`src/rau_pkg.sv`:
```
// Shared types and constants for the rational arithmetic unit.
// No dependencies; imported by rau_ctrl, rau_datapath and rational_arithmetic_unit.
`default_nettype none
package rau_pkg;

    localparam int WIDTH = 32;
    localparam int PW    = 2 * WIDTH;
    localparam int KW    = $clog2(PW) + 1;

    localparam logic [3:0] FN_ADD = 4'd0;
    localparam logic [3:0] FN_SUB = 4'd1;
    localparam logic [3:0] FN_MUL = 4'd2;
    localparam logic [3:0] FN_DIV = 4'd3;
    localparam logic [3:0] FN_LT  = 4'd4;
    localparam logic [3:0] FN_GT  = 4'd5;
    localparam logic [3:0] FN_EQ  = 4'd6;
    localparam logic [3:0] FN_NE  = 4'd7;
    localparam logic [3:0] FN_LE  = 4'd8;
    localparam logic [3:0] FN_GE  = 4'd9;

    localparam logic [1:0] ST_OK   = 2'd0;
    localparam logic [1:0] ST_ZDEN = 2'd1;
    localparam logic [1:0] ST_OVF  = 2'd2;

    typedef enum logic [3:0] {
        S_IDLE, S_MUL_A, S_MUL_B, S_MUL_C, S_MUL_D, S_COMBINE, S_CHECK,
        S_GCD, S_DIV_INIT_N, S_DIV_RUN_N, S_DIV_INIT_D, S_DIV_RUN_D, S_FINISH
    } t_state;

    typedef enum logic [3:0] {
        CMD_NONE, CMD_LOAD, CMD_MUL_A, CMD_MUL_B, CMD_MUL_C, CMD_MUL_D,
        CMD_COMBINE, CMD_GCD, CMD_DIV_INIT_N, CMD_DIV_STEP_N, CMD_DIV_INIT_D,
        CMD_DIV_STEP_D, CMD_WRITE
    } t_cmd;

    typedef struct packed {
        logic early;
        logic done_early;
        logic gcd_done;
        logic div_last;
        logic out_full;
    } t_status;

endpackage
`default_nettype wire

```
`src/rau_ctrl.sv`:
```
// Controller state machine for the rational arithmetic unit.
// Depends on rau_pkg; drives commands into rau_datapath.
`default_nettype none
module rau_ctrl (
    input  wire              i_clk,
    input  wire              i_rst_n,
    input  wire              i_in_valid,
    input  rau_pkg::t_status i_status,
    output logic             o_in_ready,
    output rau_pkg::t_cmd    o_cmd
);
    import rau_pkg::*;

    t_state r_state, n_state;

    always_ff @(posedge i_clk) begin
        if (!i_rst_n) begin
            r_state <= S_IDLE;
        end else begin
            r_state <= n_state;
        end
    end

    always_comb begin
        n_state = r_state;
        unique case (r_state)
            S_IDLE:       if (i_in_valid) n_state = S_MUL_A;
            S_MUL_A:      n_state = i_status.early ? S_FINISH : S_MUL_B;
            S_MUL_B:      n_state = S_MUL_C;
            S_MUL_C:      n_state = S_MUL_D;
            S_MUL_D:      n_state = S_COMBINE;
            S_COMBINE:    n_state = S_CHECK;
            S_CHECK:      n_state = i_status.done_early ? S_FINISH : S_GCD;
            S_GCD:        if (i_status.gcd_done) n_state = S_DIV_INIT_N;
            S_DIV_INIT_N: n_state = S_DIV_RUN_N;
            S_DIV_RUN_N:  if (i_status.div_last) n_state = S_DIV_INIT_D;
            S_DIV_INIT_D: n_state = S_DIV_RUN_D;
            S_DIV_RUN_D:  if (i_status.div_last) n_state = S_FINISH;
            S_FINISH:     if (!i_status.out_full) n_state = S_IDLE;
            default:      n_state = S_IDLE;
        endcase
    end

    always_comb begin
        o_in_ready = 1'b0;
        o_cmd      = CMD_NONE;
        unique case (r_state)
            S_IDLE: begin
                o_in_ready = 1'b1;
                if (i_in_valid) o_cmd = CMD_LOAD;
            end
            S_MUL_A:      o_cmd = CMD_MUL_A;
            S_MUL_B:      o_cmd = CMD_MUL_B;
            S_MUL_C:      o_cmd = CMD_MUL_C;
            S_MUL_D:      o_cmd = CMD_MUL_D;
            S_COMBINE:    o_cmd = CMD_COMBINE;
            S_CHECK:      o_cmd = CMD_NONE;
            S_GCD:        o_cmd = CMD_GCD;
            S_DIV_INIT_N: o_cmd = CMD_DIV_INIT_N;
            S_DIV_RUN_N:  o_cmd = CMD_DIV_STEP_N;
            S_DIV_INIT_D: o_cmd = CMD_DIV_INIT_D;
            S_DIV_RUN_D:  o_cmd = CMD_DIV_STEP_D;
            S_FINISH:     if (!i_status.out_full) o_cmd = CMD_WRITE;
            default:      o_cmd = CMD_NONE;
        endcase
    end

endmodule
`default_nettype wire

```
`config.mk`:
```
export PLATFORM = sky130hd
export DESIGN_NAME = rau_ctrl
export DESIGN_NICKNAME = d
export VERILOG_FILES = /design/src/rau_pkg.sv /design/src/rau_ctrl.sv
export SDC_FILE = /design/constraint.sdc
export NUM_CORES = 1
export LEC_CHECK = 0
export BUFFER_PORTS_ARGS = -buffer_cell sky130_fd_sc_hd__buf_2
export CORE_AREA = 3 3 40 42
export CTS_CLUSTER_DIAMETER = 50
export DETAILED_ROUTE_END_ITERATION = 7
export DIE_AREA = 0 0 43 45
export GPL_TIMING_DRIVEN = 0
export PLACE_DENSITY_LB_ADDON = 0.05
export SLEW_MARGIN = 20
export SYNTH_ARGS = -nofsm -noshare
export SYNTH_HDL_FRONTEND = slang
export SYNTH_SLANG_ARGS = --single-unit
```
`constraint.sdc`:
```
create_clock -name i_clk -period 4.5 [get_ports i_clk]
set_clock_uncertainty 0.15 [all_clocks]
set_input_delay 0.225 -clock i_clk [delete_from_list [all_inputs] [get_ports i_clk]]
set_output_delay 0.225 -clock i_clk [all_outputs]
set_load 0.01 [all_outputs]
```
==> out/results.ini, run 1 <==
[clock_tree]
clk_path_buf_depth=2
cts.sinks=4
cts_made_buffers=3
tritoncts=built
h-tree-depth=1
clock_latency_ns=0.23
cts_hold_buf=0
cts_setup_buffers=0
cts.clk_slew.worst_paths_ns=0.04
cts-root-buf=clkbuf_4
cts-resized-gates=0

[synthesis]
synth_edf_count=0
synthCells=56
yosys.area.top_type=dfxtp_1
synth_commonest_cells=nand2_1 (8), dfxtp_1 (4)
syn_area_sq_um=423
synth-seq-cells=4
synth_top_area_share=0.189
synth_flop_cell=dfxtp_1
yosysMostFrequentCell=nand2_1
yosys-top-cells-area=dfxtp_1 (19%), nand2_1 (7.1%), a21o_1 (5.3%)
syn-num-nets=64
async_flop_share=0
synth_area_per_cell_sq_um=7.55
yosys_warnings=0
synth_cell_types=33
yosysSeqAreaShare=0.189

[grt]
grt_pass1_vias=426
overflow=0
use_met1=0.170
grtUsageMet2=0.195
grt_pass1_wl_um=1920
antenna_found_initial=0
grt_max_degree=11
met3_usage=0.0558
busiest_layer=met2
track_usage=0.127

[place]
hpwl_um=793
gp_congestion=0.698
port_buffers=12
dp.cells=83

[cells_and_area]
largest_reg_flops=4
antenna_cells=0
nets=81
top_register=r_state
drive_gt1_frac=0.296
final_cells=86
largestRegisters=r_state: 4 flops
area_growth_syn_to_layout_pct=24.0

[floorplan]
dieArea_sq_um=1940
pin_count=13
dieHeight_um=45
die_w_um=43
initial_utilization=0.329
rows=13
core_sq_um=1280

[timing]
rsz0062_at_grt=no
max-slew-margin-rel=0.703
tightest_slew_ns=0.446
finalCritPeriodShare=0.444
fin_crit_ns=2.00
finalHoldViolations=0
setup_viol=0
drv_slew=0
finalSetupTns_ns=0
max_freq_mhz=500

[critical_path]
path_delay_family=buffers and inverters
cp_slowest_stage_delay_ns=0.41
critical_path_class=register to output port
cp_max_fo=10
cp-end-kind=output port
cpMaxStageDelayCell=dfxtp_1
startpoint_type=register
cp_cell_sequence=clkbuf_1 -> nand2b_1 -> a21oi_1 -> nor2_1 -> a31oi_1 -> buf_2
critPathRequiredTime_ns=4.12
cp.arrival_ns=1.62
path_buf_inv=2

[power_and_ir_drop]
power.density_nw_per_um2=683
seq_power_share=0.191
leakage_nw=0.228
power_frac_comb=0.687
p_int_mw=0.192
switching_share=0.463
ir_drop_mv=0.211
clock_power_share=0.122
switchingPower_mw=0.166

[outcome]
status=completed

[detailed_routing]
detailedRoute.firstPassIterationCount=4
drc=0
antenna_left=0
vias=443
avgViaCountPerCell=5.15
first_iter_violations=6
wl_per_cell_um=11.9
finalWirelength_um=1020

[worst_hold_path]
hold_class=input port to register

[run]
maxCapViolCount=0

metrics by stage:
step	hold slack [ns]	utilization	total power, mW	worst slack (ns)	cell area, sq um
global placement	0.377	0.390	0.321	2.70	502
global route	0.174	0.408	0.393	2.37	524
detailed placement	0.376	0.390	0.318	2.72	502
floorplan	0.194	-	0.249	2.97	423
finish	0.128	0.408	0.358	2.50	524
CTS	0.123	0.408	0.364	2.47	524
logic make-up (layout without fill, tap and decap cells):
kind of cell | Yosys count | after routing | share of synthesized area
simple gates | 26 | 26 | 0.385
compound gates | 16 | 16 | 0.287
buf+inv | 7 | 22 | 0.0710
flops | 4 | 4 | 0.189
mux | 2 | 2 | 0.0473
xor+xnor | 1 | 1 | 0.0207
area by class of cell:
class | instances | area (sq um)
timing repair buffer | 12 | 60.1
clock buffer | 3 | 22.5
multi-input combinational | 45 | 313
tap | 15 | 18.8
sequential | 4 | 80.1
inverter | 2 | 7.51
fill | 146 | 761
buffer | 5 | 22.5
layer usage:
| metal | up-vias | share of wire |
|---|---|---|
| met4 | 0 | 0 |
| met5 | - | 0 |
| met1 | 198 | 0.48 |
| li1 | 237 | - |
| met2 | 8 | 0.47 |
| met3 | 0 | 0.047 |
placed cells by master (no fill, tap or decap), drive strengths merged, types with 2 or more instances in the layout:
cell / Yosys / final
clkbuf: 1 / 4
o21ai: 3 / 3
dfxtp: 4 / 4
nand2: 9 / 9
nand2b: 2 / 2
mux2i: 2 / 2
nand4b: 2 / 2
inv: 2 / 2
a21oi: 3 / 3
buf: 4 / 16
nor3b: 3 / 3
a21o: 3 / 3
nor2b: 2 / 2
power groups by stage:
stage / sequential, mW / combinational, mW / clock, mW
2_1_floorplan: 0.0632 / 0.186 / 0
3_3_place_gp: 0.0714 / 0.249 / 0
3_5_place_dp: 0.0701 / 0.247 / 0
4_1_cts: 0.0691 / 0.248 / 0.0466
5_1_grt: 0.0727 / 0.273 / 0.0478
6_report: 0.0686 / 0.246 / 0.0436
worst min-delay path: cells and delay by family:
| kind | cells | cell delay [ns] |
|---|---|---|
| buffers and inverters | 1 | 0.14 |
| AO/OA/AOI/OAI | 1 | 0.04 |
| AND/OR/NAND/NOR | 1 | 0.06 |
worst paths after layout:
path | start | endpoint | slack, ns | depth (start not counted)
hold reg to reg | r_state[3] | r_state[3] | 0.46 | 2
setup reg to reg | r_state[0] | r_state[0] | 2.91 | 4
hold / removal | i_rst_n | r_state[3] | 0.13 | 3
setup / recovery | r_state[1] | o_cmd[0] | 2.50 | 6
No activity file was read; power rests on OpenSTA's default activity.
==> inputs of run 2 (changes only) <==
--- a/config.mk
+++ b/config.mk
@@ -5,6 +5,7 @@
 export SDC_FILE = /design/constraint.sdc
 export NUM_CORES = 1
 export LEC_CHECK = 0
+export ABC_AREA = 1
 export BUFFER_PORTS_ARGS = -buffer_cell sky130_fd_sc_hd__buf_2
 export CORE_AREA = 3 3 40 42
 export CTS_CLUSTER_DIAMETER = 50
==> constraint.sdc (replaced) <==
create_clock -name i_clk -period 1.6 [get_ports i_clk]
set_clock_uncertainty 0.15 [all_clocks]
set_input_delay 0.08 -clock i_clk [delete_from_list [all_inputs] [get_ports i_clk]]
set_output_delay 0.08 -clock i_clk [all_outputs]
set_load 0.01 [all_outputs]
==> run 2 against run 1 <==
Against the previous run:
- synthesized cell count increased by 39%
- worst setup slack got worse by 2.4 ns
- sequential share of layout area decreased by 0.77 points
- area after synthesis increased by 7.1%
- total power increased to 2.9 times the previous value
- die area unchanged
- critical endpoint unchanged
- largest power group unchanged
==> out/results.ini, run 2 <==
[grt]
track_usage=0.140  ; was 0.127
grt_pass1_vias=484  ; was 426
overflow=0  ; unchanged
grt_pass1_wl_um=2080  ; was 1920 um
grt_max_degree=11  ; unchanged
grtUsageMet2=0.195  ; unchanged
antenna_found_initial=0  ; unchanged
busiest_layer=met1  ; was met2
met3_usage=0.0518  ; was 0.0558
use_met1=0.202  ; was 0.170

[power_and_ir_drop]
power_frac_comb=0.680  ; was 0.687
power.density_nw_per_um2=1810  ; was 683 nW/um^2
switchingPower_mw=0.524  ; was 0.166 mW
p_int_mw=0.506  ; was 0.192 mW
switching_share=0.509  ; was 0.463
ir_drop_mv=0.682  ; was 0.211 mV
clock_power_share=0.123  ; was 0.122
seq_power_share=0.197  ; was 0.191
leakage_nw=0.291  ; was 0.228 nW

[cells_and_area]
largest_reg_flops=4  ; unchanged
multiInputGateArea_sq_um=300  ; was 313 sq um
nets=104  ; was 81
layout_common_cells=nand2_1 (21), buf_2 (12), inv_1 (11)  ; was buf_2 (15), nand2_1 (8), dfxtp_1 (4)
n_fill_cell=154  ; was 146
largestRegisters=r_state: 4 flops  ; unchanged
seq_area_sq_um=82.6  ; was 80.1 sq um
final_common_cell=nand2_1  ; was buf_2
stdcell_area_sq_um=569  ; was 524 sq um
top_register=r_state  ; unchanged
antenna_cells=0  ; unchanged
drive_gt1_frac=0.330  ; was 0.296
area_growth_syn_to_layout_pct=25.7  ; was 24.0%

[detailed_routing]
avgViaCountPerCell=4.75  ; was 5.15
vias=518  ; was 443
detailedRoute.firstPassIterationCount=4  ; unchanged
wl_per_cell_um=10.6  ; was 11.9 um
drc=0  ; unchanged
antenna_left=0  ; unchanged
first_iter_violations=8  ; was 6
finalWirelength_um=1150  ; was 1020 um

[synthesis]
syn_area_sq_um=453  ; was 423 sq um
synth_area_per_cell_sq_um=5.81  ; was 7.55 sq um
yosysSeqAreaShare=0.177  ; was 0.189
synth-seq-cells=4  ; unchanged
synthCells=78  ; was 56
yosys-top-cells-area=dfxtp_1 (18%), nand2_1 (17%), inv_1 (9.9%)  ; was dfxtp_1 (19%), nand2_1 (7.1%), a21o_1 (5.3%)
syn-num-nets=86  ; was 64
synth_flop_cell=dfxtp_1  ; unchanged
synth_cell_types=21  ; was 33
synth_edf_count=0  ; unchanged
synth_top_area_share=0.177  ; was 0.189
yosys_warnings=0  ; unchanged
synth_commonest_cells=nand2_1 (21), inv_1 (12), nor2_1 (7)  ; was nand2_1 (8), dfxtp_1 (4)
yosys.area.top_type=dfxtp_1  ; unchanged
async_flop_share=0  ; unchanged
yosysMostFrequentCell=nand2_1  ; unchanged

[floorplan]
dieArea_sq_um=1940  ; unchanged
rows=13  ; unchanged
dieHeight_um=45  ; unchanged
initial_utilization=0.352  ; was 0.329
pin_count=13  ; unchanged
core_sq_um=1280  ; unchanged
die_w_um=43  ; unchanged

[place]
gp_congestion=0.771  ; was 0.698
hpwl_um=909  ; was 793 um
placed_area_sq_um=532  ; was 502 sq um
port_buffers=12  ; unchanged

[critical_path]
critPathRequiredTime_ns=1.37  ; was 4.12 ns
ff2ff_path_depth=7  ; was 4
critical_path_class=register to output port  ; unchanged
startpoint_type=register  ; unchanged
cp-end-kind=output port  ; unchanged
cp.arrival_ns=1.22  ; was 1.62 ns
cp_max_fo=8  ; was 10

[run]
maxCapViolCount=0  ; unchanged

[timing]
rsz0062_at_grt=no  ; unchanged
fin_crit_ns=1.45
setup_viol=0  ; unchanged
drv_slew=0  ; unchanged
max-slew-margin-rel=0.855  ; was 0.703
tightest_slew_ns=0.215  ; was 0.446 ns
max_freq_mhz=689
finalHoldViolations=0  ; unchanged
finalCritPeriodShare=0.908
finalSetupTns_ns=0  ; unchanged

[worst_hold_path]
hold_class=input port to register  ; unchanged
whs_path_depth=5  ; was 3

[clock_tree]
cts.sinks=4  ; unchanged
cts_made_buffers=3  ; unchanged
clk_path_buf_depth=2  ; unchanged
cts.clk_slew.worst_paths_ns=0.04  ; about the same
cts_setup_buffers=0  ; unchanged
h-tree-depth=1  ; unchanged
clock_latency_ns=0.24  ; was 0.23 ns
tritoncts=built  ; unchanged
cts-root-buf=clkbuf_4  ; unchanged

[outcome]
status=completed  ; unchanged

[run 2: changes by cell type after synthesis, sizes merged, moves of 2 or more]
cell,before,now
inv,2,14
nand2,9,24
nor3b,3,0
nand4b,2,0
a21o,3,0
nand3,1,6
nand2b,2,0
nand4,0,3
o211ai,0,2
buf,4,2
mux2i,2,0
nand3b,1,3
nor2b,2,0
nor2,1,11
[run 2: path summary, 6_finish.rpt]
check | start | to | slack [ns]
min reg2reg | r_state[0] | r_state[0] | 0.44
min | i_status[3] | r_state[3] | 0.07
max | r_state[1] | o_cmd[0] | 0.15
max reg2reg | r_state[1] | r_state[1] | 0.23
[run 2: power groups by stage]
stage               combinational, mW  clock, mW  sequential, mW
floorplan                       0.529          0           0.180
global placement                0.700          0           0.199
detailed placement              0.700          0           0.196
CTS                             0.704      0.131           0.194
global route                    0.807      0.140           0.207
finish                          0.701      0.126           0.203
[run 2: metal layers]
| metal | vias up | wire [um] |
|---|---|---|
| met4 | 0 | 0 |
| met5 | - | 0 |
| met1 | 221 | 589 |
| li1 | 283 | - |
| met3 | 0 | 63 |
| met2 | 14 | 498 |
[run 2: logic make-up (layout without fill, tap and decap cells)]
kind of cell	Yosys count	in the layout	share of synthesized area
AOI/OAI and AO/OA	9	9	0.127
and+or+nand+nor	48	48	0.530
DFF	4	4	0.177
buffers and inverters	17	33	0.166
[run 2: repair_timing]
action / in CTS / in global routing
hold buffers: 1 / 0
resized for setup: 0 / 4
endpoints found under the hold margin: 4 / 0
setup endpoints to repair: 0 / 2
[run 2: through the flow]
step / util / std cells / power, mW / setup WS [ns] / hold slack (ns)
after floorplan: - / 78 / 0.709 / 0.357 / 0.0559
after global placement: 0.414 / 105 / 0.899 / 0.164 / 0.189
after detailed placement: 0.414 / 105 / 0.895 / 0.195 / 0.195
after CTS: 0.439 / 109 / 1.03 / 0.0606 / 0.0646
after global routing: 0.443 / 109 / 1.15 / 0.0228 / 0.105
final: 0.443 / 109 / 1.03 / 0.148 / 0.0719
[run 2: final cells by class]
class                   instances  share of cell area
multi-input cells              57               0.527
flip-flops and latches          4               0.145
repair buffers                 13               0.123
inverters                      15              0.0989
clock buffers                   3              0.0396
plain buffers                   2              0.0330
well taps                      15              0.0330
[run 2: worst max-delay path, stage by stage (launching register included)]
cell and delay, ns:
dfxtp_1 0.30, buf_4 0.16, nand2_1 0.11, inv_2 0.08, nand2_1 0.07, o2111ai_1 0.10, buf_2 0.16
==> inputs of run 3 (changes only) <==
--- a/config.mk
+++ b/config.mk
@@ -7,10 +7,10 @@
 export LEC_CHECK = 0
 export ABC_AREA = 1
 export BUFFER_PORTS_ARGS = -buffer_cell sky130_fd_sc_hd__buf_2
-export CORE_AREA = 3 3 40 42
+export CORE_AREA = 2 2 39 41
 export CTS_CLUSTER_DIAMETER = 50
 export DETAILED_ROUTE_END_ITERATION = 7
-export DIE_AREA = 0 0 43 45
+export DIE_AREA = 0 0 41 43
 export GPL_TIMING_DRIVEN = 0
 export PLACE_DENSITY_LB_ADDON = 0.05
 export SLEW_MARGIN = 20
==> run 3 against run 2 <==
Against the previous run:
- sequential cell count stayed put
- critical path depth stayed put
- routed wire length is 4.0% lower
- highest routed layer unchanged
- global-route usage is 0.94 points higher
- cell count is 0.92% higher
- total power is 0.13% lower
- critical endpoint unchanged
- register-to-register slack hardly changed
- utilization is 3.1 points lower
- worst hold slack better by 0.0078 ns
- non-clock buffer count stayed put
- clock-buffer cell count stayed put
- combinational power hardly changed
==> out/results.ini, run 3 (synthesis gave the netlist of run 2 again) <==
[detailed_routing]
avgViaCountPerCell=4.65  ; was 4.75
vias=512  ; was 518
antenna_left=0  ; unchanged
drc=0  ; unchanged
wl_per_cell_um=10.0  ; was 10.6 um
first_iter_violations=13  ; was 8
detailedRoute.firstPassIterationCount=4  ; unchanged
finalWirelength_um=1110  ; was 1150 um

[cells_and_area]
final_common_cell=nand2_1  ; unchanged
layout_common_cells=nand2_1 (21), inv_1 (12), buf_2 (12)  ; was nand2_1 (21), buf_2 (12), inv_1 (11)
antenna_cells=0  ; unchanged
nets=104  ; unchanged
stdcell_area_sq_um=571  ; was 569 sq um
area_growth_syn_to_layout_pct=26.0  ; was 25.7%
largestRegisters=r_state: 4 flops  ; unchanged
top_register=r_state  ; unchanged
drive_gt1_frac=0.319  ; was 0.330
largest_reg_flops=4  ; unchanged

[timing]
tightest_slew_ns=0.206  ; was 0.215 ns
finalCritPeriodShare=0.906  ; was 0.908
finalHoldViolations=0  ; unchanged
fin_crit_ns=1.45  ; about the same
setup_viol=0  ; unchanged
max-slew-margin-rel=0.861  ; was 0.855
finalSetupTns_ns=0  ; unchanged
drv_slew=0  ; unchanged
max_freq_mhz=690  ; was 689 MHz
rsz0062_at_grt=no  ; unchanged

[outcome]
status=completed  ; unchanged

[clock_tree]
cts.clk_slew.worst_paths_ns=0.04  ; about the same
cts_made_buffers=3  ; unchanged
cts_setup_buffers=0  ; unchanged
h-tree-depth=1  ; unchanged
tritoncts=built  ; unchanged
cts-root-buf=clkbuf_4  ; unchanged
cts.sinks=4  ; unchanged
clk_path_buf_depth=2  ; unchanged
clock_latency_ns=0.23  ; was 0.24 ns

[place]
hpwl_um=871  ; was 909 um
gp_congestion=0.800  ; was 0.771
port_buffers=12  ; unchanged
placed_area_sq_um=533  ; was 532 sq um

[critical_path]
rrSetupSlack_ns=0.24  ; was 0.23 ns
cp.arrival_ns=1.22  ; about the same
cpMaxStageDelayCell=dfxtp_1  ; unchanged
path_buf_inv=3  ; unchanged
setup.worst_path.end=o_cmd[0]  ; unchanged
cp_max_fo=8  ; unchanged
cp_cell_sequence=buf_4 -> nand2_1 -> inv_1 -> nand2_1 -> o2111ai_1 -> buf_2  ; was buf_4 -> nand2_1 -> inv_2 -> nand2_1 -> o2111ai_1 -> buf_2
path_depth=6  ; unchanged
startpoint_type=register  ; unchanged
cp-end-kind=output port  ; unchanged
rr_endpoint=r_state[1]  ; unchanged
critical_path_class=register to output port  ; unchanged
startpoint=r_state[1]  ; unchanged
cp_slowest_stage_delay_ns=0.30  ; about the same
reg2reg_from=r_state[1]  ; unchanged
critPathRequiredTime_ns=1.37  ; about the same
path_delay_family=buffers and inverters  ; unchanged
cpMostUsedCell=nand2_1  ; unchanged
ff2ff_path_depth=7  ; unchanged

[grt]
grt_max_degree=11  ; unchanged
grt_pass1_wl_um=1820  ; was 2080 um
busiest_layer=met1  ; unchanged
use_met1=0.236  ; was 0.202
grt_pass1_vias=441  ; was 484
antenna_found_initial=0  ; unchanged
met3_usage=0.0471  ; was 0.0518
overflow=0  ; unchanged
grtUsageMet2=0.188  ; was 0.195
track_usage=0.149  ; was 0.140

[floorplan]
initial_utilization=0.327  ; was 0.352
dieHeight_um=43  ; was 45 um
dieArea_sq_um=1760  ; was 1940 sq um
core_sq_um=1380  ; was 1280 sq um
rows=14  ; was 13
pin_count=13  ; unchanged
die_w_um=41  ; was 43 um

[power_and_ir_drop]
ir_drop_mv=0.658  ; was 0.682 mV
power.density_nw_per_um2=1800  ; was 1810 nW/um^2
leakage_nw=0.293  ; was 0.291 nW

[run]
maxCapViolCount=0  ; unchanged

[worst_hold_path]
hold_class=input port to register  ; unchanged

-- run 3: repair_timing --
action / CTS / global route
hold buffers: 1 / 0
endpoints found under the setup margin: 0 / 3
resized for setup: 0 / 3
hold endpoints to repair: 4 / 0
-- run 3: layout make-up --
| class | count | area, sq um |
|---|---|---|
| sequential | 4 | 82.6 |
| tap | 16 | 20.0 |
| clock buffer | 3 | 22.5 |
| multi-input combinational | 57 | 300 |
| inverter | 15 | 56.3 |
| buffer | 2 | 18.8 |
| fill | 157 | 813 |
| timing repair buffer | 13 | 70.1 |
-- run 3: worst min-delay path, delay by kind of cell --
family / cells / cell delay [ns]
buffers and inverters: 1 / 0.09
and+or+nand+nor: 4 / 0.25
-- run 3: routing by layer --
metal / routed length [um] / part of all wire
met3: 58 / 0.052
met4: 0 / 0
met1: 591 / 0.53
met5: 0 / 0
met2: 455 / 0.41
-- run 3: worst min path at each step --
stage                start         end  slack [ns]  cells after the start
5_1_grt        i_status[4]  r_state[1]        0.12                      6
6_report       i_status[3]  r_state[3]        0.08                      5
2_1_floorplan      i_rst_n  r_state[3]        0.06                      2
3_3_place_gp       i_rst_n  r_state[3]        0.19                      3
4_1_cts        i_status[3]  r_state[3]        0.08                      5
3_5_place_dp       i_rst_n  r_state[3]        0.19                      3
-- run 3: through the flow --
stage / util / setup WS (ns) / total power [mW] / std cells / hold slack, ns
after floorplan: - / 0.357 / 0.709 / 78 / 0.0559
after global placement: 0.385 / 0.157 / 0.899 / 106 / 0.189
after detailed placement: 0.385 / 0.196 / 0.891 / 106 / 0.189
after CTS: 0.409 / 0.0763 / 1.03 / 110 / 0.0779
after global routing: 0.412 / 0.0180 / 1.15 / 110 / 0.116
final: 0.412 / 0.150 / 1.03 / 110 / 0.0797
-- run 3: report_power, final --
group / internal (mW) / total [mW] / switching, mW
clock network: 0.0840 / 0.127 / 0.0428
registers: 0.145 / 0.202 / 0.0576
logic: 0.277 / 0.700 / 0.423
